--- src/sv/cfn_pkg.sv ---
// ============================================================================
// cfn_pkg: shared types and tables for the cube face tile neighbor finder
// Item structs, slot and edge codes, face fold and quarter mask tables.
// ============================================================================
`default_nettype none

package cfn_pkg;

    // Field widths fixed by the channel definition
    localparam int unsigned FACE_W  = 3;
    localparam int unsigned LEVEL_W = 5;
    localparam int unsigned POS_W   = 20;
    localparam int unsigned SLOT_W  = 4;
    localparam int unsigned MASK_W  = 4;

    // Face codes
    localparam logic [FACE_W-1:0] FACE_BACK = 3'd5;

    // Neighbor slots, u + 3v
    localparam logic [SLOT_W-1:0] FIRST_SLOT  = 4'd0;
    localparam logic [SLOT_W-1:0] CENTER_SLOT = 4'd4;
    localparam logic [SLOT_W-1:0] LAST_SLOT   = 4'd8;

    // Column and row codes inside the 3x3 block
    localparam logic [1:0] COL_LEFT   = 2'd0;
    localparam logic [1:0] COL_MID    = 2'd1;
    localparam logic [1:0] COL_RIGHT  = 2'd2;
    localparam logic [1:0] ROW_BOTTOM = 2'd0;
    localparam logic [1:0] ROW_MID    = 2'd1;
    localparam logic [1:0] ROW_TOP    = 2'd2;

    // Quarter masks covered by the child tile, before inversion
    localparam logic [MASK_W-1:0] MASK_FULL  = 4'd15;
    localparam logic [MASK_W-1:0] MASK_NONE  = 4'd0;
    localparam logic [MASK_W-1:0] MASK_SIDE  = 4'd10;
    localparam logic [MASK_W-1:0] MASK_VERT  = 4'd12;
    localparam logic [MASK_W-1:0] MASK_CRNR  = 4'd8;

    typedef enum logic [1:0] {
        EDGE_TOP    = 2'd0,
        EDGE_LEFT   = 2'd1,
        EDGE_RIGHT  = 2'd2,
        EDGE_BOTTOM = 2'd3
    } t_edge;

    typedef struct packed {
        logic [FACE_W-1:0]  face;
        logic [LEVEL_W-1:0] level;
        logic [POS_W-1:0]   pos_x;
        logic [POS_W-1:0]   pos_y;
        logic               has_child;
    } t_in_item;

    typedef struct packed {
        logic [SLOT_W-1:0] neighbor_index;
        logic              available;
        logic              crosses_face;
        logic [FACE_W-1:0] neighbor_face;
        logic [POS_W-1:0]  neighbor_x;
        logic [POS_W-1:0]  neighbor_y;
        logic [MASK_W-1:0] sub_mask;
        logic              last;
    } t_out_item;

    // Adjacent face across one edge
    function automatic logic [FACE_W-1:0] fold_face(input logic [FACE_W-1:0] face,
                                                   input t_edge edge_sel);
        logic [FACE_W-1:0] res;
        res = FACE_BACK;
        case (face)
            3'd0: begin
                case (edge_sel)
                    EDGE_TOP:    res = 3'd4;
                    EDGE_LEFT:   res = 3'd3;
                    EDGE_RIGHT:  res = 3'd2;
                    default:     res = 3'd5;
                endcase
            end
            3'd1: begin
                case (edge_sel)
                    EDGE_TOP:    res = 3'd4;
                    EDGE_LEFT:   res = 3'd2;
                    EDGE_RIGHT:  res = 3'd3;
                    default:     res = 3'd5;
                endcase
            end
            3'd2: begin
                case (edge_sel)
                    EDGE_TOP:    res = 3'd0;
                    EDGE_LEFT:   res = 3'd5;
                    EDGE_RIGHT:  res = 3'd4;
                    default:     res = 3'd1;
                endcase
            end
            3'd3: begin
                case (edge_sel)
                    EDGE_TOP:    res = 3'd0;
                    EDGE_LEFT:   res = 3'd4;
                    EDGE_RIGHT:  res = 3'd5;
                    default:     res = 3'd1;
                endcase
            end
            3'd4: begin
                case (edge_sel)
                    EDGE_TOP:    res = 3'd2;
                    EDGE_LEFT:   res = 3'd1;
                    EDGE_RIGHT:  res = 3'd0;
                    default:     res = 3'd3;
                endcase
            end
            default: begin
                case (edge_sel)
                    EDGE_TOP:    res = 3'd2;
                    EDGE_LEFT:   res = 3'd0;
                    EDGE_RIGHT:  res = 3'd1;
                    default:     res = 3'd3;
                endcase
            end
        endcase
        return res;
    endfunction

    // Permute quarter bits onto the adjacent face
    function automatic logic [MASK_W-1:0] fold_mask(input logic [MASK_W-1:0] mk,
                                                   input logic second);
        logic [MASK_W-1:0] res;
        if (!second) begin
            res = {mk[1], mk[3], mk[0], mk[2]};
        end else begin
            res = {mk[2], mk[0], mk[3], mk[1]};
        end
        return res;
    endfunction

endpackage

`default_nettype wire

--- src/sv/cfn_decode.sv ---
// ============================================================================
// cfn_decode: input item decode
// Clamps face and level, derives tile column/row, edge limit and child quarter.
// ============================================================================
`default_nettype none

module cfn_decode import cfn_pkg::*; #(
    parameter int unsigned COORD_BITS = 20
) (
    input  t_in_item               i_item,
    output logic [FACE_W-1:0]      o_face,
    output logic [COORD_BITS-1:0]  o_cx,
    output logic [COORD_BITS-1:0]  o_cy,
    output logic [COORD_BITS-1:0]  o_m,
    output logic                   o_bu,
    output logic                   o_bv,
    output logic                   o_hc
);
    localparam int unsigned CW = COORD_BITS;
    localparam int unsigned LW = $clog2(COORD_BITS + 1);

    logic [LW-1:0] lev;
    logic [LW-1:0] sh;
    logic [LW-1:0] sh_m1;
    logic [CW-1:0] px;
    logic [CW-1:0] py;
    logic [CW-1:0] bx;
    logic [CW-1:0] by;

    assign o_face = (i_item.face > FACE_BACK) ? FACE_BACK : i_item.face;
    assign lev    = (32'(i_item.level) > COORD_BITS) ? LW'(COORD_BITS) : LW'(i_item.level);
    assign sh     = LW'(COORD_BITS) - lev;
    assign sh_m1  = sh - LW'(1);
    assign px     = CW'(i_item.pos_x);
    assign py     = CW'(i_item.pos_y);
    assign o_cx   = px >> sh;
    assign o_cy   = py >> sh;
    assign o_m    = ~({CW{1'b1}} << lev);
    assign bx     = px >> sh_m1;
    assign by     = py >> sh_m1;
    // finest level has no child quarter below it
    assign o_bu   = (sh != '0) && bx[0];
    assign o_bv   = (sh != '0) && by[0];
    assign o_hc   = i_item.has_child;

endmodule

`default_nettype wire

--- src/sv/cfn_slot.sv ---
// ============================================================================
// cfn_slot: one neighbor slot
// Edge tests, face fold of coordinates and quarter mask for the chosen slot.
// ============================================================================
`default_nettype none

module cfn_slot import cfn_pkg::*; #(
    parameter int unsigned COORD_BITS = 20
) (
    input  logic [SLOT_W-1:0]      i_slot,
    input  logic [FACE_W-1:0]      i_face,
    input  logic [COORD_BITS-1:0]  i_cx,
    input  logic [COORD_BITS-1:0]  i_cy,
    input  logic [COORD_BITS-1:0]  i_m,
    input  logic                   i_bu,
    input  logic                   i_bv,
    input  logic                   i_hc,
    output t_out_item              o_result
);
    localparam int unsigned CW = COORD_BITS;

    logic [1:0]        u;
    logic [1:0]        v;
    logic              lo_x, hi_x, lo_y, hi_y;
    logic              offu, offv, diff, avail;
    logic              ox, oy;
    logic [1:0]        u_c, v_c;
    logic              is_su, is_sv, is_sc;
    logic [MASK_W-1:0] mask;
    logic [CW-1:0]     tx, ty, nx, ny;
    t_edge             edge_sel;
    logic [FACE_W-1:0] nface;

    // slot to column/row
    always_comb begin
        unique case (i_slot)
            4'd0: begin u = COL_LEFT;  v = ROW_BOTTOM; end
            4'd1: begin u = COL_MID;   v = ROW_BOTTOM; end
            4'd2: begin u = COL_RIGHT; v = ROW_BOTTOM; end
            4'd3: begin u = COL_LEFT;  v = ROW_MID;    end
            4'd4: begin u = COL_MID;   v = ROW_MID;    end
            4'd5: begin u = COL_RIGHT; v = ROW_MID;    end
            4'd6: begin u = COL_LEFT;  v = ROW_TOP;    end
            4'd7: begin u = COL_MID;   v = ROW_TOP;    end
            4'd8: begin u = COL_RIGHT; v = ROW_TOP;    end
            default: begin u = COL_MID; v = ROW_MID; end
        endcase
    end

    assign lo_x  = (i_cx == '0);
    assign hi_x  = (i_cx == i_m);
    assign lo_y  = (i_cy == '0);
    assign hi_y  = (i_cy == i_m);
    assign offu  = ((u == COL_LEFT) && lo_x) || ((u == COL_RIGHT) && hi_x);
    assign offv  = ((v == ROW_BOTTOM) && lo_y) || ((v == ROW_TOP) && hi_y);
    assign diff  = offu || offv;
    assign avail = !(offu && offv);

    // child quarter slots: side, vertical and corner neighbors next to the child
    assign u_c   = i_bu ? COL_RIGHT : COL_LEFT;
    assign v_c   = i_bv ? ROW_TOP : ROW_BOTTOM;
    assign ox    = i_bu ? hi_x : lo_x;
    assign oy    = i_bv ? hi_y : lo_y;
    assign is_su = (u == u_c) && (v == ROW_MID);
    assign is_sv = (u == COL_MID) && (v == v_c);
    assign is_sc = (u == u_c) && (v == v_c);

    always_comb begin
        mask = MASK_FULL;
        if (i_hc) begin
            if (i_slot == CENTER_SLOT) begin
                mask = MASK_NONE;
            end else if (is_su) begin
                mask = ~(MASK_SIDE >> i_bu);
                if (ox) begin
                    mask = fold_mask(mask, i_bu ^ i_face[0]);
                end
            end else if (is_sv) begin
                mask = ~(MASK_VERT >> {i_bv, 1'b0});
                if (oy) begin
                    mask = fold_mask(mask, i_face[0]);
                end
            end else if (is_sc) begin
                mask = ~(MASK_CRNR >> {i_bv, i_bu});
                // fold across the one edge crossed; a double crossing is unavailable
                if (ox && !oy) begin
                    mask = fold_mask(mask, i_bu ^ i_face[0]);
                end else if (oy && !ox) begin
                    mask = fold_mask(mask, i_face[0]);
                end
            end
        end
    end

    // tile before folding
    always_comb begin
        tx = i_cx;
        ty = i_cy;
        if (!offu) begin
            case (u)
                COL_LEFT:  tx = i_cx - CW'(1);
                COL_RIGHT: tx = i_cx + CW'(1);
                default:   tx = i_cx;
            endcase
        end
        if (!offv) begin
            case (v)
                ROW_BOTTOM: ty = i_cy - CW'(1);
                ROW_TOP:    ty = i_cy + CW'(1);
                default:    ty = i_cy;
            endcase
        end
    end

    always_comb begin
        if (offv) begin
            edge_sel = (v == ROW_BOTTOM) ? EDGE_BOTTOM : EDGE_TOP;
        end else begin
            edge_sel = (u == COL_LEFT) ? EDGE_LEFT : EDGE_RIGHT;
        end
    end

    // fold onto the adjacent face
    always_comb begin
        nx    = tx;
        ny    = ty;
        nface = i_face;
        if (diff) begin
            nface = fold_face(i_face, edge_sel);
            if (!i_face[0]) begin
                unique case (edge_sel)
                    EDGE_TOP:    begin nx = i_m;        ny = tx;  end
                    EDGE_LEFT:   begin nx = i_m - ty;   ny = i_m; end
                    EDGE_RIGHT:  begin nx = ty;         ny = i_m; end
                    EDGE_BOTTOM: begin nx = '0;         ny = tx;  end
                    default:     begin nx = tx;         ny = ty;  end
                endcase
            end else begin
                unique case (edge_sel)
                    EDGE_TOP:    begin nx = '0;         ny = i_m - tx; end
                    EDGE_LEFT:   begin nx = ty;         ny = '0;       end
                    EDGE_RIGHT:  begin nx = i_m - ty;   ny = '0;       end
                    EDGE_BOTTOM: begin nx = i_m;        ny = i_m - tx; end
                    default:     begin nx = tx;         ny = ty;       end
                endcase
            end
        end
    end

    always_comb begin
        o_result                = '0;
        o_result.neighbor_index = i_slot;
        o_result.last           = (i_slot == LAST_SLOT);
        if (avail) begin
            o_result.available     = 1'b1;
            o_result.crosses_face  = diff;
            o_result.neighbor_face = nface;
            o_result.neighbor_x    = POS_W'(nx);
            o_result.neighbor_y    = POS_W'(ny);
            o_result.sub_mask      = mask;
        end
    end

endmodule

`default_nettype wire

--- src/sv/cube_face_tile_neighbor_finder_core.sv ---
// ============================================================================
// cube_face_tile_neighbor_finder_core: cube face quadtree neighbor finder
// Takes a face, level and position; emits the nine 3x3 neighbor tiles of the
// tile at that level, folded across face edges, with quarter masks.
// ============================================================================
//
//  channel   direction  handshake                  payload
//  -------   ---------  -------------------------  -----------------------
//  in        sink       i_in_valid / o_in_ready    i_in_item  (t_in_item)
//  out       source     o_out_valid / i_out_ready  o_out_item (t_out_item)
//
//  Each item yields nine result items, slots 0 to 8, one per cycle while the
//  output does not stall; the slot counter over the one result register sets
//  that rate. The first result of an item passes the decoded item registers,
//  then the result register; the next item is taken together with the last
//  slot of the current one, so a steady stream runs without gaps.
//  Stalls on the output hold the result register and the slot counter.
//  Reset (synchronous, active low) clears busy, the slot counter and output
//  valid only.
//
`default_nettype none

module cube_face_tile_neighbor_finder_core import cfn_pkg::*; #(
    parameter int unsigned COORD_BITS = 20
) (
    input  logic      i_clk,
    input  logic      i_rst_n,
    input  logic      i_in_valid,
    output logic      o_in_ready,
    input  t_in_item  i_in_item,
    output logic      o_out_valid,
    input  logic      i_out_ready,
    output t_out_item o_out_item
);
    localparam int unsigned CW = COORD_BITS;

    // decoded item, held while its nine slots go out
    logic              r_busy;
    logic [SLOT_W-1:0] r_slot;
    logic [FACE_W-1:0] r_face;
    logic [CW-1:0]     r_cx, r_cy, r_m;
    logic              r_bu, r_bv, r_hc;

    logic              r_out_valid;
    t_out_item         r_out;

    logic [FACE_W-1:0] n_face;
    logic [CW-1:0]     n_cx, n_cy, n_m;
    logic              n_bu, n_bv, n_hc;
    t_out_item         n_out;

    logic              out_adv;
    logic              in_acc;
    logic              slot_last;

    cfn_decode #(
        .COORD_BITS (COORD_BITS)
    ) u_decode (
        .i_item (i_in_item),
        .o_face (n_face),
        .o_cx   (n_cx),
        .o_cy   (n_cy),
        .o_m    (n_m),
        .o_bu   (n_bu),
        .o_bv   (n_bv),
        .o_hc   (n_hc)
    );

    cfn_slot #(
        .COORD_BITS (COORD_BITS)
    ) u_slot (
        .i_slot   (r_slot),
        .i_face   (r_face),
        .i_cx     (r_cx),
        .i_cy     (r_cy),
        .i_m      (r_m),
        .i_bu     (r_bu),
        .i_bv     (r_bv),
        .i_hc     (r_hc),
        .o_result (n_out)
    );

    // the result register moves when empty or drained this cycle
    assign out_adv    = !r_out_valid || i_out_ready;
    assign slot_last  = (r_slot == LAST_SLOT);
    // take a new item when idle, or as the last slot leaves
    assign o_in_ready = !r_busy || (slot_last && out_adv);
    assign in_acc     = i_in_valid && o_in_ready;

    // control: busy flag, slot counter, output valid
    always_ff @(posedge i_clk) begin
        if (!i_rst_n) begin
            r_busy      <= 1'b0;
            r_slot      <= FIRST_SLOT;
            r_out_valid <= 1'b0;
        end else begin
            if (out_adv) begin
                r_out_valid <= r_busy;
            end
            if (in_acc) begin
                // a new item restarts the slot walk
                r_busy <= 1'b1;
                r_slot <= FIRST_SLOT;
            end else if (out_adv && r_busy) begin
                // advance through the slots; drop busy after the last one
                r_slot <= r_slot + SLOT_W'(1);
                if (slot_last) begin
                    r_busy <= 1'b0;
                end
            end
        end
    end

    // payload: decoded item and result
    always_ff @(posedge i_clk) begin
        if (in_acc) begin
            r_face <= n_face;
            r_cx   <= n_cx;
            r_cy   <= n_cy;
            r_m    <= n_m;
            r_bu   <= n_bu;
            r_bv   <= n_bv;
            r_hc   <= n_hc;
        end
        if (out_adv && r_busy) begin
            r_out <= n_out;
        end
    end

    assign o_out_valid = r_out_valid;
    assign o_out_item  = r_out;

    // a taken item starts at the first slot
    a_start_slot: assert property (@(posedge i_clk) disable iff (!i_rst_n)
        in_acc |=> (r_busy && (r_slot == FIRST_SLOT)))
        else $error("slot counter not restarted on new item");

    // slot counter stays inside the block while busy
    a_slot_range: assert property (@(posedge i_clk) disable iff (!i_rst_n)
        r_busy |-> (r_slot <= LAST_SLOT))
        else $error("slot counter out of range");

    // last flag marks the final slot
    a_last_slot: assert property (@(posedge i_clk) disable iff (!i_rst_n)
        (o_out_valid && o_out_item.last) |-> (o_out_item.neighbor_index == LAST_SLOT))
        else $error("last flag on wrong slot");

    // an unavailable neighbor carries nothing
    a_unavail_zero: assert property (@(posedge i_clk) disable iff (!i_rst_n)
        (o_out_valid && !o_out_item.available) |->
            ((o_out_item.sub_mask == MASK_NONE) && !o_out_item.crosses_face))
        else $error("unavailable neighbor carries data");

    // the tile itself is always on its own face
    a_center_home: assert property (@(posedge i_clk) disable iff (!i_rst_n)
        (o_out_valid && (o_out_item.neighbor_index == CENTER_SLOT)) |->
            (o_out_item.available && !o_out_item.crosses_face))
        else $error("center slot folded or unavailable");

endmodule

`default_nettype wire

--- config.mk ---
export PLATFORM = sky130hd
export DESIGN_NAME = cube_face_tile_neighbor_finder_core
export DESIGN_NICKNAME = d
export VERILOG_FILES = /design/src/sv/cfn_pkg.sv /design/src/sv/cfn_decode.sv /design/src/sv/cfn_slot.sv /design/src/sv/cube_face_tile_neighbor_finder_core.sv
export SDC_FILE = /design/constraint.sdc
export NUM_CORES = 1
export LEC_CHECK = 0
export ABC_AREA = 1
export BUFFER_PORTS_ARGS = -buffer_cell sky130_fd_sc_hd__buf_2
export CAP_MARGIN = 40
export CELL_PAD_IN_SITES_DETAIL_PLACEMENT = 1
export CELL_PAD_IN_SITES_GLOBAL_PLACEMENT = 2
export CORE_UTILIZATION = 35
export DETAILED_ROUTE_END_ITERATION = 10
export PLACE_DENSITY = 0.88
export SLEW_MARGIN = 20
export SYNTH_ARGS = -nofsm -noshare
export SYNTH_HDL_FRONTEND = slang
export SYNTH_HIERARCHICAL = 1
export SYNTH_SLANG_ARGS = --single-unit
--- constraint.sdc ---
create_clock -name i_clk -period 5.3 [get_ports i_clk]
set_input_delay 0.265 -clock i_clk [delete_from_list [all_inputs] [get_ports i_clk]]
set_output_delay 0.265 -clock i_clk [all_outputs]
set_load 0.005 [all_outputs]
Word level (Yosys, flattened, before mapping)
Memory sizes are Yosys's and may differ from the RTL's. A register that Yosys moved wholly into a read port is not among the register bits.
Index checks and enable logic that the tools add are counted.
{"block": "totals", "register_bits": 126, "mem_bits_ro": 64, "in_bits": 53, "word_cells": 145, "mem_count": 1}
{"memory": "(no name shown)", "words": 16, "word_bits": 4, "read_ports": 1, "rd_clocked_by_memory_dff": 1, "write_ports": 0, "line": "cfn_slot.sv:36", "text": "unique case (i_slot)"}
{"block": "op_classes", "add_sub_neg": 9, "magnitude_cmp": 2, "eq_ne": 17, "n_shift": 8, "muxes": 47, "bitwise_logic": 6, "n_reduce_logical": 37}
{"operator": "20-bit one-hot mux with 2 select lines", "n": 4}
{"operator": "20-bit one-hot mux with 4 select lines", "n": 2}
{"operator": "20-bit two-way mux", "n": 6}
{"operator": "4-bit two-way mux", "n": 15}
{"operator": "49-bit two-way mux", "n": 1}
{"operator": "20-bit by 1-bit adder with 20-bit output, second input constant", "n": 2}
{"operator": "20-bit equality test", "n": 2}
{"operator": "20-bit logical NOT", "n": 2}
{"operator": "20-bit by 5-bit right shift with 1-bit output", "n": 2}
{"operator": "20-bit by 5-bit right shift with 20-bit output", "n": 2}
{"operator": "20-bit by 1-bit subtractor with 20-bit output, second input constant", "n": 2}
{"operator": "20-bit subtractor", "n": 2}
{"operator": "3-bit one-hot mux with 3 select lines", "n": 4}
{"operator": "20-bit inverter", "n": 1}
{"operator": "20-bit by 5-bit left shift with 20-bit output, first input constant", "n": 1}
{"operator": "1-bit logical AND", "n": 15}
{"operator": "3-bit one-hot mux with 5 select lines", "n": 1}
{"operator": "4-bit inverter", "n": 3}
{"operator": "2-bit one-hot mux with 3 select lines", "n": 2}
{"operator": "2-bit two-way mux", "n": 5}
{"operator": "2-bit equality test, second input constant", "n": 4}
{"operator": "4-bit by 2-bit right shift with 4-bit output, first input constant", "n": 2}
{"operator": "2-bit by 1-bit equality test with 1-bit output, second input constant", "n": 3}
{"operator": "3-bit by 2-bit equality test with 1-bit output, second input constant", "n": 2}
{"operator": "other kinds (24)", "n": 41}

Logic depth before layout (Yosys ltp)
{"block": "logic_depth", "word_depth": 12, "mapped_depth": 31, "ltp_nobuf": 31}

Cells and area by module
The synthesis kept the hierarchy.
{"mod": "cfn_slot", "n_inst": 1, "cells_per_inst": 1525, "area_each_um2": 8152.8, "seq_area_each_um2": 0.0}
{"mod": "cube_face_tile_neighbor_finder_core", "n_inst": 1, "cells_per_inst": 165, "area_each_um2": 3935.0, "seq_area_each_um2": 3723.6}
{"mod": "cfn_decode", "n_inst": 1, "cells_per_inst": 555, "area_each_um2": 2641.3, "seq_area_each_um2": 0.0}

Least setup slack after synthesis
No wires, ideal clock.
{"block": "synth_timing", "path_kind": "register -> register", "startpoint": "reg, netlist name r_slot[0]", "endpoint": "reg r_out (netlist bit o_out_item[24]), data pin", "setup_time_ns": 0.259, "arrival_time_ns": 4.265, "slack_ns": 0.776, "stages_incl_launch_ff": 30, "path_buffers": 0, "synth_period_minus_slack_ns": 4.524, "cell_sequence": "dfxtp_1 inv_1 ha_1 nand2_1 nand2_1 nor2_1 nor2_4 nand2_2 inv_2 fa_1 nor3_1 nor2_1 inv_1 nand2_1 nand2_1 a21oi_1 or2_2 nand3_1 nand2_1 nand2_1 o21ai_2 ha_1 nand2_1 nor4_1 nand4_1 nand3_1 a31oi_1 nand3b_1 nand3_1 a21oi_1"}
{"item": "end signal: assignment", "line": "cube_face_tile_neighbor_finder_core.sv:126", "text": "r_out <= n_out;"}
{"item": "end: declaration", "line": "cube_face_tile_neighbor_finder_core.sv:45", "text": "t_out_item r_out;"}

==> impl_metrics.csv <==
group,metric,value,unit
yosys,netlist_instances,2245,
global_route,grt_pass1_wl,96.2,mm
sta,period_needed,5.07,ns
route,wl,62.6,mm
sta,maxSlewViolCount,0,
floorplanning,core,41200,µm²
global_route,antenna_found_initial,1,
yosys,ys.flop_type,"edfxtp_1",
global_route,use_met3,3.70,%
global_route,grt_use_met1,37.1,%
worst_hold_path,hp-class,"in -> reg",
outcome,status,"complete, no violations",
critical_path,endpoint,"o_out_item[40]",
cells_and_area,drive_gt1_share,15.3,%
pwr,leakagePower,7.96,nW
critical_path,path_class,"reg -> reg",
global_route,grt_pass1_vias,16700,
pwr,powerDensity,333,nW/µm²
yosys,avgSynthCellArea,6.56,µm²
route,drt-initial-drc-count,1176,
clock_network,h-tree-depth,4,
global_route,overflow,0,
critical_path,r2r-end,"o_out_item[40]",
route,dr_total_vias,16400,
clock_network,cts_tree,"done",
route,viasPerCell,5.63,
yosys,async_flop_share,0,%
clock_network,cts_made_buffers,17,
clock_network,cts-root-buf,"clkbuf_16",
sta,max_freq,197,MHz
sta,finalHoldViolations,0,
critical_path,slowest_delay,0.39,ns
clock_network,clockBufferDepth,2,
global_route,grt_most_used_layer,"met2",
cells_and_area,final_cell_area,16900,µm²
route,drcViolationCount,0,
critical_path,crit_path_start,"r_slot[0]",
placed_design,io_buffers,108,
floorplanning,dieArea,42900,µm²
global_route,grt_use_met2,48.7,%
yosys,yosysMostFrequentCell,"nand2_1",
sta,finClkSkew,0.0192,ns
yosys,synth_warnings,6,
clock_network,clock-sinks,126,
yosys,synth-edff-count,120,
critical_path,path_max_fanout,10,
floorplanning,die_h,207,µm
pwr,vdd_drop_max,183,µV
yosys,syn-cell-area,14700,µm²
critical_path,crit_top_cell,"nand2_1",
critical_path,worstPathRequired,5.48,ns
floorplanning,initial_utilization,35.7,%
critical_path,ff2ff_path_depth,28,
sta,setup_tns,0,ns
yosys,ys_types,61,
yosys,synth.top_cell.area_share,24.5,%
clock_network,cts.clk_slew.worst_paths,0.06,ns
yosys,ys_ff_latch,126,
critical_path,cp_slowest_cell,"ha_2",
critical_path,startpoint_type,"flip-flop",
placed_design,numPlacedInstances,2864,
yosys,synthTopCellsByCount,"nand2_1, inv_1, nand3_1",
floorplanning,die_w,207,µm
cells_and_area,finalNonFillerCells,2906,
sta,rsz0062_at_grt,"true",
run,maxCapViolCount,0,
floorplanning,row_count,74,
cells_and_area,fillers,5378,
critical_path,r2r_slack,0.23,ns
sta,relSlewSlack,42.6,%
route,ant_nets,0,
placed_design,gp_congestion,0.963,
critical_path,end_kind,"flip-flop",
placed_design,dpl_cell_area,16000,µm²
route,drtPass1Iterations,5,
route,post_drt_wl_per_cell,21.5,µm
yosys,syn_nets,2393,
placed_design,dp_hpwl,48.8,mm
sta,worst_pin_slew,0.861,ns
pwr,power.total,0.00564,W
critical_path,crit_arrival,5.25,ns
yosys,seq_area_frac_synth,25.3,%
yosys,synth.area.top_cells,"edfxtp_1, nand2_1, nand3_1",
global_route,grt_usage,29.0,%
cells_and_area,layout.nets,2508,
global_route,grt_start_max_net_pins,62,
clock_network,clk_latency,0.46,ns
critical_path,r2r_start,"r_slot[0]",
sta,finalCritPeriodShare,95.6,%
floorplanning,io_pins,109,
yosys,yosysTopAreaCell,"edfxtp_1",
cells_and_area,area_growth,14.9,%
sta,setup_viol,0,
## per-stage QoR
step	hold WS [ns]	setup slack (ns)	util [%]
after floorplan	0.397	0.776	-
after global placement	0.443	0.0342	38.8
after detailed placement	0.445	-0.106	38.9
after CTS	0.00752	-0.0146	40.3
after global routing	0.0236	-0.0537	41.1
final	0.0297	0.233	41.1
## state kept, by name, indices dropped and copies added, names as in the netlist
register,cells
o_out_item,54
o_out_valid,1
r_bu,1
r_busy,1
r_bv,1
r_cx,20
r_cy,20
r_face,3
r_hc,1
r_m,20
r_slot,4
## what timing repair did
| action | 4_1_cts | 5_1_grt |
|---|---|---|
| endpoints found under the hold margin | 1 | 0 |
| cloned | 0 | 0 |
| setup buffers | 0 | 8 |
| endpoints found under the setup margin | 3 | 22 |
| pin swaps | 0 | 2 |
| gates resized for setup | 2 | 59 |
| hold buffers | 1 | 0 |
## cell usage in the layout, fill, tap and decap left out, drive strengths merged, types with 12 or more instances in the layout
master	Yosys	layout
a21o	13	13
or2	12	12
inv	279	278
o211ai	41	41
nand2	628	628
edfxtp	120	120
buf	40	183
a21oi	163	163
mux2i	15	15
nor2	186	186
clkbuf	48	20
xor2	28	28
ha	91	91
nor3	13	13
xnor2	24	24
nand3	252	252
nand4	20	20
o21ai	190	190
a31oi	14	14
## layout make-up
type	count	area, µm²	share of cell area (%)
Timing Repair Buffer	184	1130	6.68
Clock inverter	12	145	0.858
Tap cell	532	666	3.93
Clock buffer	20	437	2.58
Multi-Input combinational cell	1750	9750	57.6
Inverter	281	1060	6.27
Antenna cell	1	2.50	0.0148
Sequential cell	126	3730	22.0
## logic make-up (layout without fill, tap and decap cells)
group           after synthesis  count (layout)  synth area share [%]
buf+inv                     369             497                  10.2
simple gates               1128            1128                  33.2
fa+ha+maj                    95              95                  8.27
compound gates              460             460                  18.3
flops                       126             126                  25.3
xor+xnor                     52              52                  3.14
other cells                   0               1                     0
mux                          15              15                  1.56
## worst max-delay path: cells and delay by family (launching register included)
kind                       cells  cell delay (ns)
and+or+nand+nor               12             1.41
AOI/OAI and AO/OA              6             1.09
adders and majority gates      3             0.97
buffers and inverters          6             0.74
DFF                            1             0.36
xor gates and xnor gates       1             0.22
## per-layer routing
layer,up-vias,wire length [µm]
li1,7763,-
met1,7922,26700
met2,547,29500
met3,130,3660
met4,0,2780
met5,-,0
## worst min path at each step
| stage | slack (ns) | depth (start not counted) | end | startpoint |
|---|---|---|---|---|
| 3_3_place_gp | 0.44 | 1 | r_hc | i_in_item[0] |
| 3_5_place_dp | 0.45 | 1 | r_hc | i_in_item[0] |
| 5_1_grt | 0.02 | 1 | r_face[2] | i_in_item[48] |
| 2_1_floorplan | 0.40 | 2 | o_out_valid | i_rst_n |
| 4_1_cts | 0.008 | 1 | r_face[2] | i_in_item[48] |
| 6_report | 0.03 | 1 | r_face[2] | i_in_item[48] |
## power by group
group	internal [W]	switching [W]	leakage (nW)
registers	0.00125	0.000127	1.19
logic	0.00105	0.00202	6.51
clock network	0.000732	0.000455	0.269
total	0.00304	0.00260	7.96
Note: power is estimated with default switching activity, not from simulation.
